==> src/rtl/bst_pkg.sv <==
`timescale 1ns / 1ps

package bst_pkg;

  // one beat of the input channel
  typedef struct packed {
    logic [7:0] byte_in;
    logic       last_byte;
  } bst_in_t;

  // one beat of the result channel
  typedef struct packed {
    logic [3:0]        event_res;
    logic signed [63:0] value;
    logic [7:0]        payload;
    logic [5:0]        depth;
    logic              is_key;
    logic              string_last;
    logic [1:0]        status;
  } bst_out_t;

  typedef enum logic [2:0] {
    M_ELEM,
    M_INT_START,
    M_INT_DIGITS,
    M_STR_LEN,
    M_STR_BODY,
    M_DONE,
    M_ERR
  } mode_t;

  // context of the innermost open container
  typedef enum logic [1:0] {
    CTX_LIST = 2'd0,
    CTX_KEY  = 2'd1,
    CTX_VAL  = 2'd2,
    CTX_TOP  = 2'd3
  } ctx_t;

  typedef enum logic [3:0] {
    EV_NONE  = 4'd0,
    EV_DICT  = 4'd1,
    EV_LIST  = 4'd2,
    EV_CLOSE = 4'd3,
    EV_INT   = 4'd4,
    EV_HDR   = 4'd5,
    EV_BYTE  = 4'd6,
    EV_ERR   = 4'd8
  } ev_t;

  localparam logic [1:0] ST_BUSY = 2'd0;
  localparam logic [1:0] ST_DONE = 2'd1;
  localparam logic [1:0] ST_ERR  = 2'd2;

  localparam logic [7:0] CH_D     = 8'h64;
  localparam logic [7:0] CH_L     = 8'h6c;
  localparam logic [7:0] CH_I     = 8'h69;
  localparam logic [7:0] CH_E     = 8'h65;
  localparam logic [7:0] CH_COLON = 8'h3a;
  localparam logic [7:0] CH_MINUS = 8'h2d;
  localparam logic [7:0] CH_0     = 8'h30;
  localparam logic [7:0] CH_9     = 8'h39;

endpackage

==> src/rtl/bst_ram.sv <==
`timescale 1ns / 1ps

module bst_ram #(
  parameter int WIDTH = 2,
  parameter int DEPTH = 32,
  parameter int AW    = (DEPTH > 1) ? $clog2(DEPTH) : 1
) (
  input  logic             clk,
  input  logic             we,
  input  logic [AW-1:0]    waddr,
  input  logic [WIDTH-1:0] wdata,
  input  logic [AW-1:0]    raddr,
  output logic [WIDTH-1:0] rdata
);

  logic [WIDTH-1:0] mem [DEPTH];

  always_ff @(posedge clk) begin
    if (we) begin
      mem[waddr] <= wdata;
    end
    rdata <= mem[raddr];
  end

endmodule

==> src/rtl/bencode_stream_tokenizer.sv <==
`timescale 1ns / 1ps
// path: an accepted byte is held in the input stage, and its token is then registered into out_data
// throughput: one byte per cycle while out_stall is low; the next state (mode, top of stack,
//   accumulator) is computed combinationally, so a byte may enter at every edge without a stall
// reset: synchronous active-low rst_n empties both stages and returns the parser to
//   expecting a top-level value with no open containers; the stack store needs no clearing

module bencode_stream_tokenizer #(
  parameter int MAX_DEPTH = 32,
  parameter int LEN_BITS  = 32
) (
  input  logic              clk,
  input  logic              rst_n,
  input  logic              in_valid,
  output logic              in_stall,
  input  bst_pkg::bst_in_t  in_data,
  output logic              out_valid,
  input  logic              out_stall,
  output bst_pkg::bst_out_t out_data
);

  import bst_pkg::*;

  // depth counter holds 0..MAX_DEPTH, stack store addresses 0..MAX_DEPTH-1
  localparam int DW = $clog2(MAX_DEPTH + 1);
  localparam int AW = (MAX_DEPTH > 1) ? $clog2(MAX_DEPTH) : 1;

  // input stage
  logic     s1_valid_r;
  bst_in_t  s1_data_r;

  // result stage
  logic     out_valid_r;
  bst_out_t out_data_r;
  bst_out_t res_nxt;

  // parser state
  mode_t               mode_r,  mode_nxt;
  logic [DW-1:0]       depth_r, depth_nxt;
  ctx_t                top_r,   top_nxt;   // context of the innermost container
  logic [63:0]         acc_r,   acc_nxt;
  logic                neg_r,   neg_nxt;
  logic [LEN_BITS-1:0] rem_r,   rem_nxt;
  logic                skey_r,  skey_nxt;

  // stack store: entries below the top, top itself lives in top_r
  logic          push;
  logic          byp_r;
  ctx_t          byp_val_r;
  logic [1:0]    ram_rdata;
  logic [DW-1:0] waddr_full;
  logic [DW-1:0] raddr_full;
  ctx_t          second;

  logic          advance;

  // datapath helpers
  logic [7:0]          b;
  logic [7:0]          bsub;
  logic [3:0]          dval;
  logic                is_dig;
  ctx_t                ctx_cur;
  logic [63:0]         acc_step;
  logic [LEN_BITS+3:0] rem_wide;
  logic [LEN_BITS+3:0] rem_step;
  logic                rem_ovf;
  logic [LEN_BITS-1:0] rem_dec;
  logic [15:0]         depth_ext;

  ev_t         ev;
  logic [63:0] val;
  logic [7:0]  pay;
  logic        key_o;
  logic        slast;

  // ---------------------------------------------------------------------------
  // handshake: the input stage moves on whenever the result stage is empty or
  // its beat is taken this cycle, so a byte in the input stage is held while a result waits
  // ---------------------------------------------------------------------------
  assign advance  = s1_valid_r && (!out_valid_r || !out_stall);
  assign in_stall = s1_valid_r && !advance;

  always_ff @(posedge clk) begin
    if (!rst_n) begin
      s1_valid_r <= 1'b0;
    end else if (in_valid && !in_stall) begin
      s1_valid_r <= 1'b1;
    end else if (advance) begin
      s1_valid_r <= 1'b0;
    end
  end

  always_ff @(posedge clk) begin
    if (in_valid && !in_stall) begin
      s1_data_r <= in_data;
    end
  end

  // ---------------------------------------------------------------------------
  // stack store; the entry just below the top is read every cycle at the
  // address that follows from the next depth, a push bypasses the store
  // ---------------------------------------------------------------------------
  assign waddr_full = depth_r - DW'(1);
  assign raddr_full = depth_nxt - DW'(2);

  bst_ram #(
    .WIDTH (2),
    .DEPTH (MAX_DEPTH),
    .AW    (AW)
  ) u_stack (
    .clk   (clk),
    .we    (push && (depth_r != '0)),
    .waddr (waddr_full[AW-1:0]),
    .wdata (top_r),
    .raddr (raddr_full[AW-1:0]),
    .rdata (ram_rdata)
  );

  // the old top is written at the same edge that registers its read, so after a push the read is stale
  assign second = byp_r ? byp_val_r : ctx_t'(ram_rdata);

  always_ff @(posedge clk) begin
    if (!rst_n) begin
      byp_r <= 1'b0;
    end else begin
      byp_r <= push;
    end
  end

  always_ff @(posedge clk) begin
    byp_val_r <= top_r;
  end

  // ---------------------------------------------------------------------------
  // byte decode and arithmetic
  // ---------------------------------------------------------------------------
  assign b       = s1_data_r.byte_in;
  assign bsub    = b - CH_0;
  assign dval    = bsub[3:0];
  assign is_dig  = (b >= CH_0) && (b <= CH_9);
  assign ctx_cur = (depth_r == '0) ? CTX_TOP : top_r;

  // times ten by shift and add, wraps modulo 2^64
  assign acc_step = {acc_r[60:0], 3'b000} + {acc_r[62:0], 1'b0} + 64'(dval);

  // length grows in four extra bits so an overflow past LEN_BITS shows up
  assign rem_wide = (LEN_BITS + 4)'(rem_r);
  assign rem_step = (rem_wide << 3) + (rem_wide << 1) + (LEN_BITS + 4)'(dval);
  assign rem_ovf  = |rem_step[LEN_BITS+3:LEN_BITS];
  assign rem_dec  = (rem_r != '0) ? rem_r - LEN_BITS'(1) : rem_r;

  // ---------------------------------------------------------------------------
  // next state and token
  // ---------------------------------------------------------------------------
  always_comb begin
    mode_nxt  = mode_r;
    depth_nxt = depth_r;
    top_nxt   = top_r;
    acc_nxt   = acc_r;
    neg_nxt   = neg_r;
    rem_nxt   = rem_r;
    skey_nxt  = skey_r;
    push      = 1'b0;
    ev        = EV_NONE;
    val       = '0;
    pay       = '0;
    key_o     = 1'b0;
    slast     = 1'b0;

    if (advance) begin
      unique case (mode_r)
        M_ELEM: begin
          priority if ((ctx_cur == CTX_LIST || ctx_cur == CTX_KEY) && b == CH_E) begin
            // close: pop, then the parent (if any) has finished a value
            depth_nxt = depth_r - DW'(1);
            ev        = EV_CLOSE;
            if (depth_r == DW'(1)) begin
              mode_nxt = M_DONE;
            end else begin
              top_nxt  = (second == CTX_VAL) ? CTX_KEY : second;
              mode_nxt = M_ELEM;
            end
          end else if (ctx_cur == CTX_KEY) begin
            priority if (is_dig) begin
              skey_nxt = 1'b1;
              rem_nxt  = LEN_BITS'(dval);
              mode_nxt = M_STR_LEN;
            end else if (b == CH_COLON) begin
              // bare colon stands for an empty key
              skey_nxt = 1'b1;
              rem_nxt  = '0;
              ev       = EV_HDR;
              key_o    = 1'b1;
              slast    = 1'b1;
              top_nxt  = CTX_VAL;
              mode_nxt = M_ELEM;
            end else begin
              mode_nxt = M_ERR;
            end
          end else if (b == CH_D || b == CH_L) begin
            if (depth_r >= DW'(MAX_DEPTH)) begin
              mode_nxt = M_ERR;
            end else begin
              push      = 1'b1;
              top_nxt   = (b == CH_D) ? CTX_KEY : CTX_LIST;
              depth_nxt = depth_r + DW'(1);
              ev        = (b == CH_D) ? EV_DICT : EV_LIST;
            end
          end else if (b == CH_I) begin
            acc_nxt  = '0;
            neg_nxt  = 1'b0;
            mode_nxt = M_INT_START;
          end else if (is_dig) begin
            skey_nxt = 1'b0;
            rem_nxt  = LEN_BITS'(dval);
            mode_nxt = M_STR_LEN;
          end else begin
            mode_nxt = M_ERR;
          end
        end

        M_INT_START, M_INT_DIGITS: begin
          priority if (is_dig) begin
            acc_nxt  = acc_step;
            mode_nxt = M_INT_DIGITS;
          end else if (b == CH_MINUS && mode_r == M_INT_START) begin
            neg_nxt  = 1'b1;
            mode_nxt = M_INT_DIGITS;
          end else if (b == CH_E) begin
            ev  = EV_INT;
            val = neg_r ? 64'd0 - acc_r : acc_r;
            if (depth_r == '0) begin
              mode_nxt = M_DONE;
            end else begin
              if (top_r == CTX_VAL) begin
                top_nxt = CTX_KEY;
              end
              mode_nxt = M_ELEM;
            end
          end else begin
            mode_nxt = M_ERR;
          end
        end

        M_STR_LEN: begin
          priority if (is_dig) begin
            if (rem_ovf) begin
              mode_nxt = M_ERR;
            end else begin
              rem_nxt = rem_step[LEN_BITS-1:0];
            end
          end else if (b == CH_COLON) begin
            ev    = EV_HDR;
            val   = 64'(rem_r);
            key_o = skey_r;
            if (rem_r == '0) begin
              slast = 1'b1;
              if (skey_r && depth_r != '0) begin
                top_nxt  = CTX_VAL;
                mode_nxt = M_ELEM;
              end else if (depth_r == '0) begin
                mode_nxt = M_DONE;
              end else begin
                if (top_r == CTX_VAL) begin
                  top_nxt = CTX_KEY;
                end
                mode_nxt = M_ELEM;
              end
            end else begin
              mode_nxt = M_STR_BODY;
            end
          end else begin
            mode_nxt = M_ERR;
          end
        end

        M_STR_BODY: begin
          ev      = EV_BYTE;
          pay     = b;
          key_o   = skey_r;
          rem_nxt = rem_dec;
          if (rem_dec == '0) begin
            slast = 1'b1;
            if (skey_r && depth_r != '0) begin
              top_nxt  = CTX_VAL;
              mode_nxt = M_ELEM;
            end else if (depth_r == '0) begin
              mode_nxt = M_DONE;
            end else begin
              if (top_r == CTX_VAL) begin
                top_nxt = CTX_KEY;
              end
              mode_nxt = M_ELEM;
            end
          end
        end

        M_DONE: begin
          // trailing bytes ignored
        end

        M_ERR: begin
          mode_nxt = M_ERR;
        end

        default: begin
          mode_nxt = M_ERR;
        end
      endcase

      // input ending before the document closes
      if (s1_data_r.last_byte && mode_nxt != M_DONE) begin
        mode_nxt = M_ERR;
      end

      if (mode_nxt == M_ERR) begin
        ev    = EV_ERR;
        val   = '0;
        pay   = '0;
        key_o = 1'b0;
        slast = 1'b0;
      end
    end
  end

  assign depth_ext = 16'(depth_nxt);

  always_comb begin
    res_nxt.event_res   = ev;
    res_nxt.value       = val;
    res_nxt.payload     = pay;
    res_nxt.depth       = depth_ext[5:0];
    res_nxt.is_key      = key_o;
    res_nxt.string_last = slast;
    unique case (mode_nxt)
      M_DONE:  res_nxt.status = ST_DONE;
      M_ERR:   res_nxt.status = ST_ERR;
      default: res_nxt.status = ST_BUSY;
    endcase
  end

  // ---------------------------------------------------------------------------
  // state registers
  // ---------------------------------------------------------------------------
  always_ff @(posedge clk) begin
    if (!rst_n) begin
      mode_r  <= M_ELEM;
      depth_r <= '0;
    end else begin
      mode_r  <= mode_nxt;
      depth_r <= depth_nxt;
    end
  end

  always_ff @(posedge clk) begin
    top_r  <= top_nxt;
    acc_r  <= acc_nxt;
    neg_r  <= neg_nxt;
    rem_r  <= rem_nxt;
    skey_r <= skey_nxt;
  end

  // ---------------------------------------------------------------------------
  // result stage
  // ---------------------------------------------------------------------------
  always_ff @(posedge clk) begin
    if (!rst_n) begin
      out_valid_r <= 1'b0;
    end else if (advance) begin
      out_valid_r <= 1'b1;
    end else if (!out_stall) begin
      out_valid_r <= 1'b0;
    end
  end

  always_ff @(posedge clk) begin
    if (advance) begin
      out_data_r <= res_nxt;
    end
  end

  assign out_valid = out_valid_r;
  assign out_data  = out_data_r;

  // ---------------------------------------------------------------------------
  // checks
  // ---------------------------------------------------------------------------
  a_err_sticky: assert property (@(posedge clk) disable iff (!rst_n)
    mode_r == M_ERR |=> mode_r == M_ERR)
    else $error("error state left without reset");

  a_done_empty: assert property (@(posedge clk) disable iff (!rst_n)
    mode_r == M_DONE |-> depth_r == '0)
    else $error("document complete with containers still open");

  a_depth_bound: assert property (@(posedge clk) disable iff (!rst_n)
    depth_r <= DW'(MAX_DEPTH))
    else $error("nesting depth beyond limit");

  a_err_status: assert property (@(posedge clk) disable iff (!rst_n)
    out_valid_r && out_data_r.status == ST_ERR |-> mode_r == M_ERR)
    else $error("error reported while parser not in error state");

endmodule
==> config.mk <==
export PLATFORM = sky130hd
export DESIGN_NAME = bencode_stream_tokenizer
export DESIGN_NICKNAME = d
export VERILOG_FILES = /design/src/rtl/bst_pkg.sv /design/src/rtl/bst_ram.sv /design/src/rtl/bencode_stream_tokenizer.sv
export SDC_FILE = /design/constraint.sdc
export NUM_CORES = 1
export LEC_CHECK = 0
export BUFFER_PORTS_ARGS = -buffer_cell sky130_fd_sc_hd__buf_4
export CAP_MARGIN = 40
export CORE_MARGIN = 2
export CORE_UTILIZATION = 30
export DETAILED_ROUTE_END_ITERATION = 12
export SLEW_MARGIN = 30
export SYNTH_ARGS = -nofsm -noshare
export SYNTH_HDL_FRONTEND = slang
export SYNTH_SLANG_ARGS = --single-unit
==> constraint.sdc <==
create_clock -name clk -period 43 [get_ports clk]
set_clock_uncertainty 0.15 [all_clocks]
set_input_delay 8.6 -clock clk [delete_from_list [all_inputs] [get_ports clk]]
set_output_delay 8.6 -clock clk [all_outputs]
set_load 0.02 [all_outputs]
Word-level counts from Yosys, hierarchy flattened
Memories as Yosys holds them, arrays and structs flattened. A register that Yosys moved wholly into a read port is not among the register bits.
Cells that the tools add are included.
{"block": "word_totals", "register_bits": 209, "mem_bits_rw": 64, "inputBits": 13, "output_inout_bits": 88, "word_cells": 244, "memories": 1}
{"name": "u_stack.mem", "depth": 32, "width": 2, "read_ports": 1, "rd_ports_with_merged_regs": 1, "write_ports": 1, "line_no": "bst_ram.sv:16", "rtl": "logic [WIDTH-1:0] mem [DEPTH];"}
{"block": "classes", "add_sub_neg": 10, "magnitude_cmp": 3, "eq_ne": 46, "mux": 125, "bitwise": 2, "n_reduce_logical": 37}
{"op": "two-way mux 64 bit", "count": 9}
{"op": "two-way mux 32 bit", "count": 12}
{"op": "case mux 64 bit (2 select lines)", "count": 2}
{"op": "case mux 32 bit (3 select lines)", "count": 1}
{"op": "two-way mux 3 bit", "count": 28}
{"op": "adder 64 x 4 -> 64 bit", "count": 1}
{"op": "adder 64 bit", "count": 1}
{"op": "logical NOT 32 bit", "count": 2}
{"op": "subtractor 1 x 64 -> 64 bit (first input constant)", "count": 1}
{"op": "two-way mux 2 bit", "count": 23}
{"op": "adder 35 x 33 -> 36 bit", "count": 1}
{"op": "adder 36 x 4 -> 36 bit", "count": 1}
{"op": "two-way mux 6 bit", "count": 6}
{"op": "two-way mux 1 bit", "count": 35}
{"op": "inequality test 2 bit (second input constant)", "count": 17}
{"op": "== test 8 x 7 -> 1 bit (second input constant)", "count": 4}
{"op": "nonzero test 32 bit", "count": 1}
{"op": "subtractor 32 x 1 -> 32 bit (second input constant)", "count": 1}
{"op": "inequality test 3 bit (second input constant)", "count": 6}
{"op": "== test 8 x 6 -> 1 bit (second input constant)", "count": 2}
{"op": "inequality test 4 bit (second input constant)", "count": 4}
{"op": "case mux 4 bit (4 select lines)", "count": 1}
{"op": "== test 3 bit (second input constant)", "count": 5}
{"op": "case mux 3 bit (5 select lines)", "count": 1}
{"op": "35 further kinds", "count": 58}

Longest topological paths before layout
{"block": "logic_depth", "ltp_word": 16, "mapped_depth": 17, "mapped_depth_nobuf": 15}

By module
A second synthesis with hierarchy kept.
{"block": "hier_totals", "cells_unflattened": 2089, "area_unflattened_um2": 20302.0}
{"mod": "bencode_stream_tokenizer", "instances": 1, "cells_per_inst": 1905, "area_each_um2": 17518.1, "seq_area_each_um2": 6135.9}
{"mod": "bst_ram", "instances": 1, "cells_per_inst": 184, "area_each_um2": 2783.9, "seq_area_each_um2": 1961.9}

Worst setup path after synthesis
OpenSTA, ideal clock, no wires.
{"block": "synth_path", "path_type": "input port to flip-flop", "startpoint": "in out_stall", "endpoint": "reg acc_r[0], enable pin", "setup_time_ps": 829, "t_arrival_ps": 18866, "required_time_ps": 42021, "slack_ps": 23155, "cell_stages": 3, "path_cell_list": "nand2_1 nand2_1 a2111oi_0"}
{"block": "synth_between", "elab_chain_len": 4}
{"element": "start, declared", "line_no": "bencode_stream_tokenizer.sv:18", "rtl": "input logic out_stall,"}
{"element": "logical NOT 1 bit"}
{"element": "logical OR 1 bit", "line_no": "bencode_stream_tokenizer.sv:80", "rtl": "assign advance = s1_valid_r && (!out_valid_r || !out_stall);"}
{"element": "logical AND 1 bit", "line_no": "bencode_stream_tokenizer.sv:80"}
{"element": "AND reduction 7 bit (no source line)"}
{"element": "end signal, assigned", "line_no": "bencode_stream_tokenizer.sv:357", "rtl": "acc_r <= acc_nxt;"}
{"element": "end, declared", "line_no": "bencode_stream_tokenizer.sv:41", "rtl": "logic [63:0] acc_r, acc_nxt;"}
No other way between the ends.
A chain may end at the register's enable or synchronous reset.

Worst setup path after layout
{"block": "layout_path", "startpoint": "in out_stall", "endpoint": "out in_stall"}
{"block": "layout_between", "elab_chain_len": 5}
{"element": "logical NOT 1 bit"}
{"element": "logical OR 1 bit", "line_no": "bencode_stream_tokenizer.sv:80"}
{"element": "logical AND 1 bit", "line_no": "bencode_stream_tokenizer.sv:80"}
{"element": "logical NOT 1 bit", "line_no": "bencode_stream_tokenizer.sv:81", "rtl": "assign in_stall = s1_valid_r && !advance;"}
{"element": "logical AND 1 bit", "line_no": "bencode_stream_tokenizer.sv:81"}
{"element": "end, declared", "line_no": "bencode_stream_tokenizer.sv:15", "rtl": "output logic in_stall,"}
No other way between the ends.

==> results.py <==
metrics = {
    "clock_network": {
        "post_cts_buffers": 0,
        "ctsResizeCount": 0,
        "cts_made_buffers": 34,
        "cts_tree": "done",
        "htree_num_levels": 2,
        "root_buffer": "clkbuf_16",
        "clock_path_buffers": 3,
        "cts_hold_buf": 0,
        "clock_latency_ps": 570,
        "clk_pin_slew_ps": 60,
        "cts_sinks": 275,
    },
    "global_route": {
        "grt_pass1_wl_um": 88310,
        "grt_overflow": 0,
        "antenna_found_initial": 2,
        "grt_start_max_net_pins": 65,
        "track_usage": 0.1575,
        "grt_pass1_vias": 16110,
    },
    "timing": {
        "fin_crit_ps": 17830,
        "tns_ps": 0,
        "worst_pin_slew_ps": 827.9,
        "setup_ws_ps": 25170,
        "slew_violations": 0,
        "relSlewSlack": 0.4451,
        "hold_viol": 0,
        "fmax_ghz": 0.05609,
        "finalSetupViolations": 0,
        "rsz0062_at_grt": "no",
        "post-route-period-util": 0.4146,
    },
    "detailed_routing": {
        "viasPerCell": 5.435,
        "drcViolationCount": 0,
        "dr.pass1.iters": 7,
        "wl_per_cell_um": 18.51,
        "drtIter0Drc": 1198,
        "ant_nets": 0,
        "vias": 16310,
        "wirelength_um": 55540,
    },
    "placed_design": {
        "port_buffers": 100,
        "pre_cts_ws_ps": 25170,
        "place_area_um2": 21750,
        "place_inst": 2939,
        "place_hpwl_um": 40650,
        "place_congestion": 0.9349,
    },
    "synth": {
        "yosysTopAreaCell": "edfxtp_1",
        "ys_ff_latch": 275,
        "synth_area_leaders": "edfxtp_1, ha_1, nor2_1, xnor2_1, xor2_1",
        "synth_fp_nets": 2253,
        "synth_top_flop_cell": "edfxtp_1",
        "yosys_warnings": 0,
        "synthesis.area_um2": 20060,
        "ys_seq_area_frac": 0.4037,
        "postSynthAreaPerCell_um2": 9.822,
        "synthCells": 2042,
        "async_reset_ff_frac": 0,
        "synth_edf_count": 259,
        "synth.top_cell.area_share": 0.3878,
        "yosysUniqueCellTypes": 92,
    },
    "finish": {
        "fill_cells": 6600,
        "stdcell_area_um2": 22900,
        "final_layout_size_suffix_gt1_frac": 0.1062,
        "nets": 2323,
        "final_cell_mix": "edfxtp_1, nor2_1, ha_1",
        "layout.cells.most_common": "edfxtp_1",
        "diodes": 0,
        "fin_cells": 3001,
        "areaGrowthSynthToFinish_pct": 14.15,
    },
    "hold_path": {
        "worstHoldPathType": "register to register",
        "worstHoldStart": "s1_valid_r",
        "whs_path_depth": 2,
    },
    "die": {
        "dieArea_um2": 68940,
        "start_util": 0.3040,
        "core_area_um2": 65980,
        "die_width_um": 262.6,
        "ios": 101,
        "num_rows": 94,
        "die_h_um": 262.6,
    },
    "run": {
        "maxCapViolCount": 0,
    },
    "critical_path": {
        "reg2reg_from": "b[3]",
        "critPathLaunchType": "primary input",
        "startpoint": "out_stall",
        "crit_fanout": 3,
        "cp.arrival_ps": 9080,
        "critPathKind": "primary input to output port",
        "endpoint_kind": "output port",
        "reg2reg_depth": 15,
        "required_ps": 34250,
    },
    "power": {
        "p_leak_nw": 8.649,
        "power_per_cell_area_nw_per_um2": 28.03,
        "p_total_mw": 0.6418,
        "ir_worst_vdd_mv": 0.02092,
    },
    "run_status": {
        "status": "finished, final reports clean",
    },
}
## path summary, 6_finish.rpt
path / to / slack, ps
worst max-delay path: in_stall / 25170
worst min-delay path: out_valid / 390
worst max register to register: out_data[83] / 37250
worst min register to register: out_valid / 390
## cell families after synthesis
group	after synthesis	synth area share
simple gates	683	0.1705
flops	275	0.4037
compound gates	555	0.1825
fa+ha+maj	198	0.1250
mux	30	0.01772
xor+xnor	169	0.07380
buf+inv	132	0.02670
## power by group
group / internal (mW) / total [mW] / leakage [nW] / switching, mW
Sequential: 0.297 / 0.302 / 2.55 / 0.00504
Combinational: 0.0150 / 0.0416 / 5.55 / 0.0265
Clock: 0.176 / 0.298 / 0.546 / 0.122
## flip-flops by register name (all words and copies together) (netlist names), 2 cells and up
name,flops
out_data,86
mode_r,3
b,8
u_stack.rdata,2
byp_val_r,2
depth_r,6
acc_r,64
u_stack.mem,64
rem_r,32
top_r,2
## cells in the mapped netlist, drive strengths merged, types with 22 or more instances
cell type / n
a211oi: 32
a21o: 48
a21oi: 133
a22oi: 34
and3: 26
clkbuf: 69
edfxtp: 259
ha: 194
inv: 41
mux2i: 22
nand2: 147
nand3: 38
nand4: 22
nor2: 236
nor2b: 36
nor3: 58
nor4: 22
o21ai: 103
o22ai: 29
o31ai: 32
xnor2: 85
xor2: 84
## stage by stage
step,util,hold slack [ps]
after global placement,0.3290,346.9
final,0.3470,391.2
after floorplan,-,322.4
after detailed placement,0.3296,375.2
after global routing,0.3470,399.4
after CTS,0.3469,380.3
## critical path, stage by stage
cell and delay, ps:
buf_4 120, and3_1 200, buf_4 160
## metal layers
metal,global-route usage,vias to the layer above,part of all wire
met4,0.04675,0,0.025
met1,0.2183,7862,0.46
met3,0.02792,84,0.064
met2,0.2501,514,0.45
met5,0,-,0
li1,-,7849,-
## cell type report
| type | instances | area, um^2 | share of cell area |
|---|---|---|---|
| multi-input combinational | 1635 | 11470 | 0.5008 |
| sequential | 275 | 8098 | 0.3537 |
| tap | 864 | 1081 | 0.04722 |
| timing repair buffer | 124 | 947.2 | 0.04137 |
| clock buffer | 46 | 915.9 | 0.04000 |
| clock inverter | 15 | 226.5 | 0.009891 |
| inverter | 42 | 160.2 | 0.006995 |
Note: power is estimated with default switching activity, not from simulation.
